`src/hw/rtl/mkdk_pkg.sv`:
```
// Shared types, codes and constants of the Morse keyer and decoder.
`timescale 1ns / 1ps
package mkdk_pkg;

  localparam int unsigned SQUEEZE_DIVISOR = 8;
  localparam int unsigned CountW = 31;
  localparam int unsigned SqW = 12;
  localparam logic [SqW-1:0] SqueezeDiv = SqW'(SQUEEZE_DIVISOR);
  localparam logic [CountW-1:0] COUNT_MAX = 31'h7fff_ffff;
  localparam logic [CountW-1:0] STRAIGHT_UNIT = 31'h0001_0000;

  localparam logic [2:0] PH_INIT = 3'd0;
  localparam logic [2:0] PH_IDLE = 3'd1;
  localparam logic [2:0] PH_MARK = 3'd2;
  localparam logic [2:0] PH_DOT  = 3'd3;
  localparam logic [2:0] PH_DASH = 3'd4;
  localparam logic [2:0] PH_GAP  = 3'd5;

  localparam logic [1:0] ELEM_NONE = 2'd0;
  localparam logic [1:0] ELEM_DOT  = 2'd1;
  localparam logic [1:0] ELEM_DASH = 2'd2;

  localparam logic [1:0] KEYS_NONE = 2'b00;
  localparam logic [1:0] KEYS_BOTH = 2'b11;

  typedef enum logic [7:0] {
    REG_PADDLE_MODE  = 8'd0,
    REG_KEYER_UNIT   = 8'd1,
    REG_SHOW_ELEM    = 8'd2,
    REG_AUTO_NEWLINE = 8'd3
  } reg_idx_e;

  typedef struct packed {
    logic dot_key;
    logic dash_key;
    logic restart;
  } in_t;

  typedef struct packed {
    logic        tone_on;
    logic [1:0]  element_done;
    logic        char_valid;
    logic [31:0] code_word;
    logic        word_space;
    logic        line_break;
  } res_t;

  typedef struct packed {
    logic [7:0]  index;
    logic [31:0] wdata;
  } cfg_wr_t;

  typedef struct packed {
    logic       paddle_mode;
    logic [9:0] keyer_unit;
    logic       show_elements;
    logic [6:0] auto_newline_units;
  } cfg_t;

  typedef struct packed {
    logic              commit;
    logic [CountW-1:0] sample;
  } avg_req_t;

endpackage

```
`src/hw/rtl/mkdk_if.sv`:
```
// Valid/ready channel interfaces for tick items, results and register writes.
`timescale 1ns / 1ps
interface mkdk_in_if;
  logic           valid;
  logic           ready;
  mkdk_pkg::in_t  data;
  modport source (output valid, output data, input ready);
  modport sink (input valid, input data, output ready);
endinterface

interface mkdk_res_if;
  logic           valid;
  logic           ready;
  mkdk_pkg::res_t data;
  modport source (output valid, output data, input ready);
  modport sink (input valid, input data, output ready);
endinterface

interface mkdk_cfg_if;
  logic              valid;
  logic              ready;
  mkdk_pkg::cfg_wr_t data;
  modport source (output valid, output data, input ready);
  modport sink (input valid, input data, output ready);
endinterface

```
`src/hw/rtl/mkdk_cfg_regs.sv`:
```
// Configuration register file written over the register channel.
`timescale 1ns / 1ps
module mkdk_cfg_regs (
  input  logic          clk_i,
  input  logic          rst_ni,
  mkdk_cfg_if.sink      cfg_i,
  output mkdk_pkg::cfg_t cfg_o
);
  import mkdk_pkg::*;

  cfg_t cfg_q;

  assign cfg_i.ready = 1'b1;
  assign cfg_o = cfg_q;

  always_ff @(posedge clk_i or negedge rst_ni) begin
    if (!rst_ni) begin
      cfg_q.paddle_mode        <= 1'b0;
      cfg_q.keyer_unit         <= 10'd6;
      cfg_q.show_elements      <= 1'b0;
      cfg_q.auto_newline_units <= 7'd0;
    end else if (cfg_i.valid) begin
      unique case (cfg_i.data.index)
        REG_PADDLE_MODE:  cfg_q.paddle_mode        <= cfg_i.data.wdata[0];
        REG_KEYER_UNIT:   cfg_q.keyer_unit         <= cfg_i.data.wdata[9:0];
        REG_SHOW_ELEM:    cfg_q.show_elements      <= cfg_i.data.wdata[0];
        REG_AUTO_NEWLINE: cfg_q.auto_newline_units <= cfg_i.data.wdata[6:0];
        default: ;
      endcase
    end
  end

endmodule

```
`src/hw/rtl/mkdk_avg.sv`:
```
// Four-entry moving average of unit length with a running sum.
`timescale 1ns / 1ps
module mkdk_avg (
  input  logic                    clk_i,
  input  logic                    rst_ni,
  input  mkdk_pkg::avg_req_t      req_i,
  output logic [mkdk_pkg::CountW-1:0] avg_o
);
  import mkdk_pkg::*;

  logic [CountW-1:0] ring_q [4];
  logic [CountW+1:0] sum_q, sum_d;
  logic [1:0]        ptr_q, ptr_d;
  logic              primed_q;

  assign ptr_d = ptr_q - 2'd1;

  always_comb begin
    if (primed_q) begin
      sum_d = sum_q - {2'b00, ring_q[ptr_d]} + {2'b00, req_i.sample};
      avg_o = sum_d[CountW+1:2];
    end else begin
      sum_d = {req_i.sample, 2'b00};
      avg_o = req_i.sample;
    end
  end

  always_ff @(posedge clk_i or negedge rst_ni) begin
    if (!rst_ni) begin
      ptr_q    <= 2'd0;
      primed_q <= 1'b0;
    end else if (req_i.commit) begin
      primed_q <= 1'b1;
      ptr_q    <= primed_q ? ptr_d : 2'd3;
    end
  end

  always_ff @(posedge clk_i) begin
    if (req_i.commit) begin
      sum_q <= sum_d;
      if (primed_q) begin
        ring_q[ptr_d] <= req_i.sample;
      end else begin
        for (int i = 0; i < 4; i++) begin
          ring_q[i] <= req_i.sample;
        end
      end
    end
  end

endmodule

```
`src/hw/rtl/mkdk_core.sv`:
```
// Keying state machine: timing, squeeze memory, element packing and gap events.
`timescale 1ns / 1ps
module mkdk_core (
  input  logic                clk_i,
  input  logic                rst_ni,
  input  logic                step_i,
  input  mkdk_pkg::in_t       in_i,
  input  mkdk_pkg::cfg_t      cfg_i,
  input  logic [mkdk_pkg::CountW-1:0] avg_i,
  output mkdk_pkg::avg_req_t  avg_req_o,
  output mkdk_pkg::res_t      res_o
);
  import mkdk_pkg::*;

  logic [2:0]        phase_q, phase_d, phase_cur;
  logic [CountW-1:0] tick_q, tick_d, tick_inc;
  logic [CountW-2:0] quot_q, quot_d, quot_inc;
  logic [1:0]        rem_q, rem_d, rem_inc;
  logic [CountW-1:0] unit_q, unit_d;
  logic [1:0]        prev_q, prev_d, kmem_q, kmem_d, keys, kind;
  logic [SqW-1:0]    dsq_q, dsq_d, hsq_q, hsq_d;
  logic [SqW-1:0]    ku12, ku3, dsq_raw, hsq_raw;
  logic [13:0]       ku10;
  logic [31:0]       code_q, code_d;
  logic [CountW:0]   u2;
  logic [CountW+1:0] u3;
  logic [CountW+2:0] u5;
  logic [CountW+6:0] uline;
  logic              commit;
  res_t              res;

  assign keys = {in_i.dash_key, in_i.dot_key};
  assign phase_cur = in_i.restart ? PH_INIT : phase_q;

  always_comb begin
    if (tick_q != COUNT_MAX) begin
      tick_inc = tick_q + 31'd1;
      if (rem_q == 2'd2) begin
        quot_inc = quot_q + 30'd1;
        rem_inc  = 2'd0;
      end else begin
        quot_inc = quot_q;
        rem_inc  = rem_q + 2'd1;
      end
    end else begin
      tick_inc = tick_q;
      quot_inc = quot_q;
      rem_inc  = rem_q;
    end
  end

  assign u2    = {unit_q, 1'b0};
  assign u3    = {2'b00, unit_q} + {1'b0, unit_q, 1'b0};
  assign u5    = {3'b000, unit_q} + {1'b0, unit_q, 2'b00};
  assign uline = {7'd0, unit_q} * {31'd0, cfg_i.auto_newline_units};

  assign ku12    = {2'b00, cfg_i.keyer_unit};
  assign ku3     = ku12 + {ku12[SqW-2:0], 1'b0};
  assign ku10    = {1'b0, cfg_i.keyer_unit, 3'b000} + {3'b000, cfg_i.keyer_unit, 1'b0};
  assign dsq_raw = ku12 / SqueezeDiv;
  assign hsq_raw = ku3 / SqueezeDiv;

  always_comb begin
    phase_d = phase_cur;
    tick_d  = tick_inc;
    quot_d  = quot_inc;
    rem_d   = rem_inc;
    unit_d  = unit_q;
    prev_d  = keys;
    kmem_d  = kmem_q | ((keys ^ prev_q) & keys);
    dsq_d   = dsq_q;
    hsq_d   = hsq_q;
    code_d  = code_q;
    commit  = 1'b0;
    kind    = ELEM_DOT;
    res     = '0;
    avg_req_o.sample = tick_inc;

    unique case (phase_cur)
      PH_IDLE: begin
        if (cfg_i.paddle_mode && ((kmem_d | keys) != KEYS_NONE)) begin
          tick_d = '0;
          quot_d = '0;
          rem_d  = '0;
          if (kmem_d[0] || (!kmem_d[1] && keys[0])) begin
            code_d  = {code_q[29:0], ELEM_DOT};
            phase_d = PH_DOT;
          end else begin
            code_d  = {code_q[29:0], ELEM_DASH};
            phase_d = PH_DASH;
          end
        end else if (!cfg_i.paddle_mode && (keys != KEYS_NONE)) begin
          if (tick_inc <= unit_q) begin
            commit = 1'b1;
            unit_d = avg_i;
          end
          tick_d  = '0;
          quot_d  = '0;
          rem_d   = '0;
          phase_d = PH_MARK;
        end else begin
          if (({1'b0, tick_inc} == u2) && !cfg_i.show_elements) begin
            if (code_q != '0) begin
              res.char_valid = 1'b1;
              res.code_word  = code_q;
            end
            code_d = '0;
          end
          res.word_space = ({3'b000, tick_inc} == u5);
          res.line_break = (cfg_i.auto_newline_units != '0) && ({7'd0, tick_inc} == uline);
        end
      end
      PH_MARK: begin
        if (keys == KEYS_NONE) begin
          if ({1'b0, quot_inc} > unit_q) begin
            commit = 1'b1;
            avg_req_o.sample = {1'b0, quot_inc};
            unit_d = avg_i;
          end
          kind   = ({1'b0, tick_inc} > {unit_d, 1'b0}) ? ELEM_DASH : ELEM_DOT;
          code_d = {code_q[29:0], kind};
          if (cfg_i.show_elements) begin
            res.element_done = kind;
          end
          tick_d  = '0;
          quot_d  = '0;
          rem_d   = '0;
          phase_d = PH_IDLE;
        end
      end
      PH_DOT: begin
        if (tick_inc == {{(CountW-SqW){1'b0}}, dsq_q}) begin
          if (keys == KEYS_BOTH) begin
            kmem_d[1] = 1'b1;
          end
        end else if (tick_inc >= unit_q) begin
          kmem_d[0] = 1'b0;
          tick_d    = '0;
          quot_d    = '0;
          rem_d     = '0;
          phase_d   = PH_GAP;
          if (cfg_i.show_elements) begin
            res.element_done = ELEM_DOT;
          end
        end
      end
      PH_DASH: begin
        if (tick_inc == {{(CountW-SqW){1'b0}}, hsq_q}) begin
          if (keys == KEYS_BOTH) begin
            kmem_d[0] = 1'b1;
          end
        end else if ({2'b00, tick_inc} >= u3) begin
          kmem_d[1] = 1'b0;
          tick_d    = '0;
          quot_d    = '0;
          rem_d     = '0;
          phase_d   = PH_GAP;
          if (cfg_i.show_elements) begin
            res.element_done = ELEM_DASH;
          end
        end
      end
      PH_GAP: begin
        if (tick_inc >= unit_q) begin
          phase_d = PH_IDLE;
        end
      end
      default: begin
        if (cfg_i.paddle_mode) begin
          unit_d = {{(CountW-10){1'b0}}, cfg_i.keyer_unit};
          dsq_d  = (dsq_raw == '0) ? SqW'(1) : dsq_raw;
          hsq_d  = (hsq_raw == '0) ? SqW'(1) : hsq_raw;
          tick_d = {{(CountW-14){1'b0}}, ku10};
        end else begin
          unit_d = STRAIGHT_UNIT;
          tick_d = '0;
        end
        quot_d  = '0;
        rem_d   = '0;
        code_d  = '0;
        prev_d  = KEYS_NONE;
        kmem_d  = KEYS_NONE;
        phase_d = PH_IDLE;
      end
    endcase

    res.tone_on = (phase_d == PH_MARK) || (phase_d == PH_DOT) || (phase_d == PH_DASH);
    avg_req_o.commit = commit && step_i;
  end

  assign res_o = res;

  always_ff @(posedge clk_i or negedge rst_ni) begin
    if (!rst_ni) begin
      phase_q <= PH_INIT;
      tick_q  <= '0;
      quot_q  <= '0;
      rem_q   <= '0;
      unit_q  <= '0;
      prev_q  <= KEYS_NONE;
      kmem_q  <= KEYS_NONE;
      dsq_q   <= '0;
      hsq_q   <= '0;
      code_q  <= '0;
    end else if (step_i) begin
      phase_q <= phase_d;
      tick_q  <= tick_d;
      quot_q  <= quot_d;
      rem_q   <= rem_d;
      unit_q  <= unit_d;
      prev_q  <= prev_d;
      kmem_q  <= kmem_d;
      dsq_q   <= dsq_d;
      hsq_q   <= hsq_d;
      code_q  <= code_d;
    end
  end

endmodule

```
`src/hw/rtl/morse_key_decoder_keyer_top.sv`:
```
// Top level of the Morse keyer and decoder: handshakes and result register.
//
//   Channel  Direction  Payload                                   Transfer
//   in_i     sink       dot_key, dash_key, restart                valid && ready
//   out_o    source     tone_on, element_done, char_valid,        valid && ready
//                       code_word, word_space, line_break
//   cfg_i    sink       index, wdata                              valid (ready held high)
//
// One tick item per cycle; its result appears in the result register on the next cycle.
// The whole state update is one pass between the state registers and the result register.
// A tick is taken while the held result drains in the same cycle; ready drops only while
// a result waits and out_o.ready is low. Reset puts the keyer in its initialising phase.
`timescale 1ns / 1ps
module morse_key_decoder_keyer_top (
  input  logic       clk_i,
  input  logic       rst_ni,
  mkdk_in_if.sink    in_i,
  mkdk_res_if.source out_o,
  mkdk_cfg_if.sink   cfg_i
);
  import mkdk_pkg::*;

  cfg_t              cfg;
  avg_req_t          avg_req;
  logic [CountW-1:0] avg;
  res_t              res, res_q;
  logic              res_valid_q, step;

  assign in_i.ready = !res_valid_q || out_o.ready;
  assign step       = in_i.valid && in_i.ready;

  mkdk_cfg_regs u_cfg (
    .clk_i  (clk_i),
    .rst_ni (rst_ni),
    .cfg_i  (cfg_i),
    .cfg_o  (cfg)
  );

  mkdk_avg u_avg (
    .clk_i  (clk_i),
    .rst_ni (rst_ni),
    .req_i  (avg_req),
    .avg_o  (avg)
  );

  mkdk_core u_core (
    .clk_i     (clk_i),
    .rst_ni    (rst_ni),
    .step_i    (step),
    .in_i      (in_i.data),
    .cfg_i     (cfg),
    .avg_i     (avg),
    .avg_req_o (avg_req),
    .res_o     (res)
  );

  always_ff @(posedge clk_i or negedge rst_ni) begin
    if (!rst_ni) begin
      res_valid_q <= 1'b0;
    end else if (in_i.ready) begin
      res_valid_q <= in_i.valid;
    end
  end

  always_ff @(posedge clk_i) begin
    if (step) begin
      res_q <= res;
    end
  end

  assign out_o.valid = res_valid_q;
  assign out_o.data  = res_q;

endmodule

```
`src/flat_wrapper.sv`:
```
// flat-port wrapper written by rule: the top's interface ports become plain ports
module morse_key_decoder_keyer_top_flat import mkdk_pkg::*;
  (clk_i, rst_ni, in_i_valid, in_i_data, in_i_ready, out_o_valid, out_o_data, out_o_ready, cfg_i_valid, cfg_i_data, cfg_i_ready);
  mkdk_in_if in_i_i ();
  mkdk_res_if out_o_i ();
  mkdk_cfg_if cfg_i_i ();
  input  logic clk_i;
  input  logic rst_ni;
  input wire logic [$bits(in_i_i.valid)-1:0] in_i_valid;
  input wire logic [$bits(in_i_i.data)-1:0] in_i_data;
  output wire logic [$bits(in_i_i.ready)-1:0] in_i_ready;
  output wire logic [$bits(out_o_i.valid)-1:0] out_o_valid;
  output wire logic [$bits(out_o_i.data)-1:0] out_o_data;
  input wire logic [$bits(out_o_i.ready)-1:0] out_o_ready;
  input wire logic [$bits(cfg_i_i.valid)-1:0] cfg_i_valid;
  input wire logic [$bits(cfg_i_i.data)-1:0] cfg_i_data;
  output wire logic [$bits(cfg_i_i.ready)-1:0] cfg_i_ready;
  assign in_i_i.valid = in_i_valid;
  assign in_i_i.data = in_i_data;
  assign in_i_ready = in_i_i.ready;
  assign out_o_valid = out_o_i.valid;
  assign out_o_data = out_o_i.data;
  assign out_o_i.ready = out_o_ready;
  assign cfg_i_i.valid = cfg_i_valid;
  assign cfg_i_i.data = cfg_i_data;
  assign cfg_i_ready = cfg_i_i.ready;
  morse_key_decoder_keyer_top u_core (.clk_i(clk_i), .rst_ni(rst_ni), .in_i(in_i_i), .out_o(out_o_i), .cfg_i(cfg_i_i));
endmodule
```
`config.mk`:
```
export PLATFORM = sky130hd
export DESIGN_NAME = morse_key_decoder_keyer_top_flat
export DESIGN_NICKNAME = d
export VERILOG_FILES = /design/src/hw/rtl/mkdk_pkg.sv /design/src/hw/rtl/mkdk_if.sv /design/src/hw/rtl/mkdk_cfg_regs.sv /design/src/hw/rtl/mkdk_avg.sv /design/src/hw/rtl/mkdk_core.sv /design/src/hw/rtl/morse_key_decoder_keyer_top.sv /design/src/flat_wrapper.sv
export SDC_FILE = /design/constraint.sdc
export NUM_CORES = 2
export LEC_CHECK = 0
export BUFFER_PORTS_ARGS = -buffer_cell sky130_fd_sc_hd__buf_2
export CAP_MARGIN = 20
export CORE_MARGIN = 2
export CORE_UTILIZATION = 55
export CTS_BUF_LIST = sky130_fd_sc_hd__clkbuf_4
export DETAILED_ROUTE_END_ITERATION = 8
export HOLD_SLACK_MARGIN = 0.02
export PLACE_DENSITY = 0.72
export SYNTH_ARGS = -nofsm -noshare
export SYNTH_HDL_FRONTEND = slang
export SYNTH_SLANG_ARGS = --single-unit
```
`constraint.sdc`:
```
create_clock -name clk_i -period 28.5 [get_ports clk_i]
set_input_delay 8.55 -clock clk_i [delete_from_list [all_inputs] [get_ports clk_i]]
set_output_delay 8.55 -clock clk_i [all_outputs]
set_load 0.01 [all_outputs]
```
==> Flow_metrics.wiki <==
{| class="wikitable"
! Metric !! Value
|-
| Share of Yosys cell area claimed by the top area cell type || 0.169
|-
| Post-synthesis sequential area ratio || 0.293
|-
| Unrepaired setup endpoints after global routing || false
|-
| Number of hold violations in the final report || 0
|-
| Aggregate global routing overflow || 0
|-
| Clock tree from TritonCTS || done
|-
| Flip-flop and latch count after synthesis || 367
|-
| Detail Placement HPWL || 73.2 mm
|-
| Sort of element at the end of the critical path || primary output
|-
| Critical Path Source Type || primary input
|-
| Highest achievable clock rate || 57.1 MHz
|-
| Async SR Flop Fraction || 0.469
|-
| Comb pwr share || 0.584
|-
| Final design area excluding fillers || 0.0375 sq mm
|-
| Clock transition time at the flip-flop clock pins of the worst setup and hold paths || 0.06 ns
|-
| Commonest non-fill, non-tap cell in the layout || sky130_fd_sc_hd__inv_1
|-
| Required time worst endpoint || 19.95 ns
|-
| Worst slew margin || 0.225
|-
| Vias in the first global route || 27500
|-
| Outcome || complete, no violations
|-
| Distinct cells, synth || 102
|-
| Violation count after the first detailed-routing iteration || 2664
|-
| Depth of the worst register-to-register path || 46
|-
| Remaining design rule violation count || 0
|-
| Cell Pwr Density || 74.2 mW/mm^2
|-
| Worst skew pair latency || 0.86 ns
|-
| Area after detailed placement || 0.0362 sq mm
|-
| Final GP Congestion || 0.956
|-
| Worst reg2reg endpoint || u_core.u_core.code_q[0]$_DFFE_PN0P_
|-
| Average instance area after synthesis || 9.53 sq um
|-
| Area enclosed by the die boundary || 0.0652 sq mm
|-
| Met3 WL post-DR || 8.47 mm
|-
| Global Route Usage Sum || 0.305
|-
| Count of final max-slew check failures || 0
|-
| H-tree depth || 3
|-
| # clock sinks || 367
|-
| Net switching fraction of the power || 0.458
|-
| Final cell count without fillers || 4671
|-
| Max Cap Violations || 0
|-
| Post-CTS setup buffer count || 0
|-
| Maximum number of pins on one net before global-route repair || 104
|-
| Final Cycle Share || 0.615
|-
| Number of cells on the worst hold path || 2
|-
| Clock power share || 0.169
|-
| Top layer reached by signal wires || met4
|-
| I/O Buffers || 65
|-
| Routed Antenna Nets || 0
|-
| Worst reg-to-reg setup slack || 15.06 ns
|-
| Worst-path maximum fanout || 3
|-
| Pre-CTS WS || 10.99 ns
|-
| Most used cells in the layout excluding fill and tap cells || 385 x sky130_fd_sc_hd__inv_1, 293 x sky130_fd_sc_hd__ha_1, 267 x sky130_fd_sc_hd__and2_1
|-
| Initial cell density of the core || 0.554
|-
| Number of top-level pins || 89
|-
| Post-synth top area cell || sky130_fd_sc_hd__edfxtp_1
|-
| Actual slew at the worst max-slew pin || 1.16 ns
|-
| Final clock skew || 0.0349 ns
|-
| Hold-critical path endpoint || u_core.u_core.hsq_q[6]$_DFFE_PN0P_
|-
| Fraction of final layout cells with drive strength greater than 1 || 0.121
|-
| Number of warnings printed during yosys synthesis || 0
|-
| Final WS setup || 10.99 ns
|-
| Net Sw Power || 1280 uW
|-
| Number of nets produced by synthesis || 4165
|-
| Clock root cell || sky130_fd_sc_hd__clkbuf_4
|-
| Cell-by-cell trace of the critical path || buf_2, nand2b_1, buf_2
|-
| Post-cts resize count || 0
|-
| Inst Count DP || 4492
|-
| Cell repeated most along the worst path || sky130_fd_sc_hd__buf_2
|-
| Vias per cell || 6.07
|-
| HP Class || reg2reg
|-
| Number of flops mapped to enable cells by yosys || 195
|-
| Detailed Route WL || 99.2 mm
|-
| Cells taking the most area after synthesis || sky130_fd_sc_hd__edfxtp_1 17%, sky130_fd_sc_hd__dfrtp_1 12%, sky130_fd_sc_hd__ha_1 11%
|-
| Antenna violations before repair || 1
|-
| Standard cell with the maximum stage delay on the critical path || sky130_fd_sc_hd__nand2b_1
|-
| Worst hold slack || 0.508 ns
|-
| Post-Route M1 WL || 42.9 mm
|-
| Summed negative setup slack over all endpoints || 0 ns
|-
| Hold wc startpoint || u_core.u_core.hsq_q[6]$_DFFE_PN0P_
|-
| Start-to-end type of the worst setup path || in2out
|-
| Net count reported at finish || 4265
|-
| Vias after detailed routing || 28400
|-
| Static Leak || 0.0173 uW
|-
| Layout Area Growth over Synthesis || 8.03%
|-
| Gate count after technology mapping || 3646
|-
| DR pass1 iterations || 6
|-
| Max stage delay on crit path || 0.17 ns
|-
| Cell area after synthesis || 0.0347 sq mm
|-
| Post-synth top flop || sky130_fd_sc_hd__edfxtp_1
|-
| Data arrival time of the critical path || 8.96 ns
|-
| Hold Buf Count CTS || 0
|-
| Chip Height || 255 microns
|-
| Core region area || 0.0627 sq mm
|-
| Maximum buffer depth of the clock tree || 3
|-
| Wire length of the first global-routing pass || 156 mm
|-
| DR WL/cell || 21.2 microns
|-
| Power share of the sequential group || 0.246
|-
| Number of buffers created by CTS || 96
|-
| Number of failing setup endpoints in the final timing report || 0
|-
| Pint || 1510 uW
|-
| Worst-case vdd ir drop || 0.0000521 V
|-
| Startpoint of the lowest-slack register-to-register path || u_core.u_core.tick_q[0]$_DFFE_PN0P_
|-
| Routed wire length on met2 || 43.4 mm
|-
| Min Tclk post-route || 17.51 ns
|-
| Die width || 255 microns
|-
| Num rows || 92
|}
==> cell families (layout without fill, tap and decap cells) <==
group	count (synthesis)	count (layout)	share of synthesized area
AO/OA/AOI/OAI	820	820	0.158
adder cells (fa/ha/maj)	471	471	0.208
flip-flops	367	367	0.293
XOR/XNOR	268	268	0.0695
multiplexers	120	120	0.0477
other	1	2	0.000108
AND/OR/NAND/NOR	1056	1056	0.163
buffers and inverters	543	721	0.0611
==> sequential cells by signal (all words and copies together) (netlist names), 2 cells and up <==
register	cells
u_core.u_core.prev_q	2
u_core.u_core.rem_q	2
u_core.u_core.hsq_q	9
u_core.u_avg.ring_q	124
u_core.u_core.kmem_q	2
u_core.out_o.data	38
u_core.u_core.quot_q	30
u_core.u_core.phase_q	3
u_core.u_core.unit_q	31
u_core.u_avg.ptr_q	2
u_core.u_core.tick_q	31
u_core.u_core.dsq_q	7
u_core.u_core.code_q	32
u_core.u_avg.sum_q	33
u_core.u_cfg.cfg_o	19
==> stage by stage <==
stage	utilization	power, uW
global placement	0.577	2260
global route	0.598	2970
floorplan	-	1800
finish	0.598	2780
detailed placement	0.577	2280
CTS	0.597	2760
==> worst max-delay path, delay by kind of cell <==
kind          cells  cell delay [ns]
buf+inv           2             0.24
simple gates      1             0.17
==> layer usage <==
| metal | GRT usage | up-vias |
|---|---|---|
| met5 | 0 | - |
| met4 | 0.127 | 0 |
| met3 | 0.0551 | 245 |
| met2 | 0.462 | 1161 |
| met1 | 0.432 | 13800 |
| li1 | - | 13200 |
==> power by group through the flow <==
| stage | combinational, uW | clock (uW) | sequential (uW) |
|---|---|---|---|
| after floorplan | 1110 | 0 | 685 |
| after global placement | 1570 | 0 | 693 |
| after detailed placement | 1580 | 0 | 695 |
| after CTS | 1590 | 483 | 684 |
| after global routing | 1770 | 507 | 691 |
| final | 1630 | 472 | 686 |
==> cell usage after synthesis (10+ instances only) <==
cell type	number
sky130_fd_sc_hd__and2_1	267
sky130_fd_sc_hd__a31oi_1	33
sky130_fd_sc_hd__a2111oi_0	12
sky130_fd_sc_hd__nand2_1	201
sky130_fd_sc_hd__o22ai_1	10
sky130_fd_sc_hd__o21ai_0	133
sky130_fd_sc_hd__or3_1	14
sky130_fd_sc_hd__xor2_1	80
sky130_fd_sc_hd__a21o_1	112
sky130_fd_sc_hd__xnor2_1	180
sky130_fd_sc_hd__buf_1	12
sky130_fd_sc_hd__o21bai_1	25
sky130_fd_sc_hd__edfxtp_1	195
sky130_fd_sc_hd__a22o_1	30
sky130_fd_sc_hd__o211ai_1	12
sky130_fd_sc_hd__inv_1	386
sky130_fd_sc_hd__a211oi_1	17
sky130_fd_sc_hd__fa_1	178
sky130_fd_sc_hd__nand4_1	59
sky130_fd_sc_hd__nor2b_1	28
sky130_fd_sc_hd__nor2_1	153
sky130_fd_sc_hd__a22oi_1	19
sky130_fd_sc_hd__clkbuf_1	105
sky130_fd_sc_hd__and4_1	16
sky130_fd_sc_hd__and3_1	34
sky130_fd_sc_hd__nor3_1	53
sky130_fd_sc_hd__dfrtp_1	170
sky130_fd_sc_hd__o21a_1	25
sky130_fd_sc_hd__mux4_2	31
sky130_fd_sc_hd__buf_4	10
sky130_fd_sc_hd__buf_2	25
sky130_fd_sc_hd__nor4_1	37
sky130_fd_sc_hd__nand2b_1	39
sky130_fd_sc_hd__or2_2	10
sky130_fd_sc_hd__ha_1	293
sky130_fd_sc_hd__o31ai_1	24
sky130_fd_sc_hd__mux2i_1	43
sky130_fd_sc_hd__a21oi_1	177
sky130_fd_sc_hd__o21ai_1	77
sky130_fd_sc_hd__nand3_1	112
sky130_fd_sc_hd__mux2_2	44
==> worst max-delay path by stage <==
| stage | end | slack (ns) | startpoint |
|---|---|---|---|
| floorplan | in_i_ready | 11.22 | out_o_ready |
| global placement | in_i_ready | 10.99 | out_o_ready |
| detailed placement | in_i_ready | 10.99 | out_o_ready |
| CTS | in_i_ready | 10.98 | out_o_ready |
| global route | in_i_ready | 10.96 | out_o_ready |
| finish | in_i_ready | 10.99 | out_o_ready |
==> layout make-up <==
| type | count | area [sq um] |
|---|---|---|
| antenna | 1 | 2.50 |
| clock buffer | 150 | 1130 |
| clock inverter | 26 | 134 |
| fill | 5421 | 25200 |
| inverter | 389 | 1460 |
| multi-input combinational | 2736 | 22500 |
| sequential | 367 | 10200 |
| tap | 846 | 1060 |
| timing repair buffer | 156 | 1050 |
No activity file was read; power rests on OpenSTA's default activity.
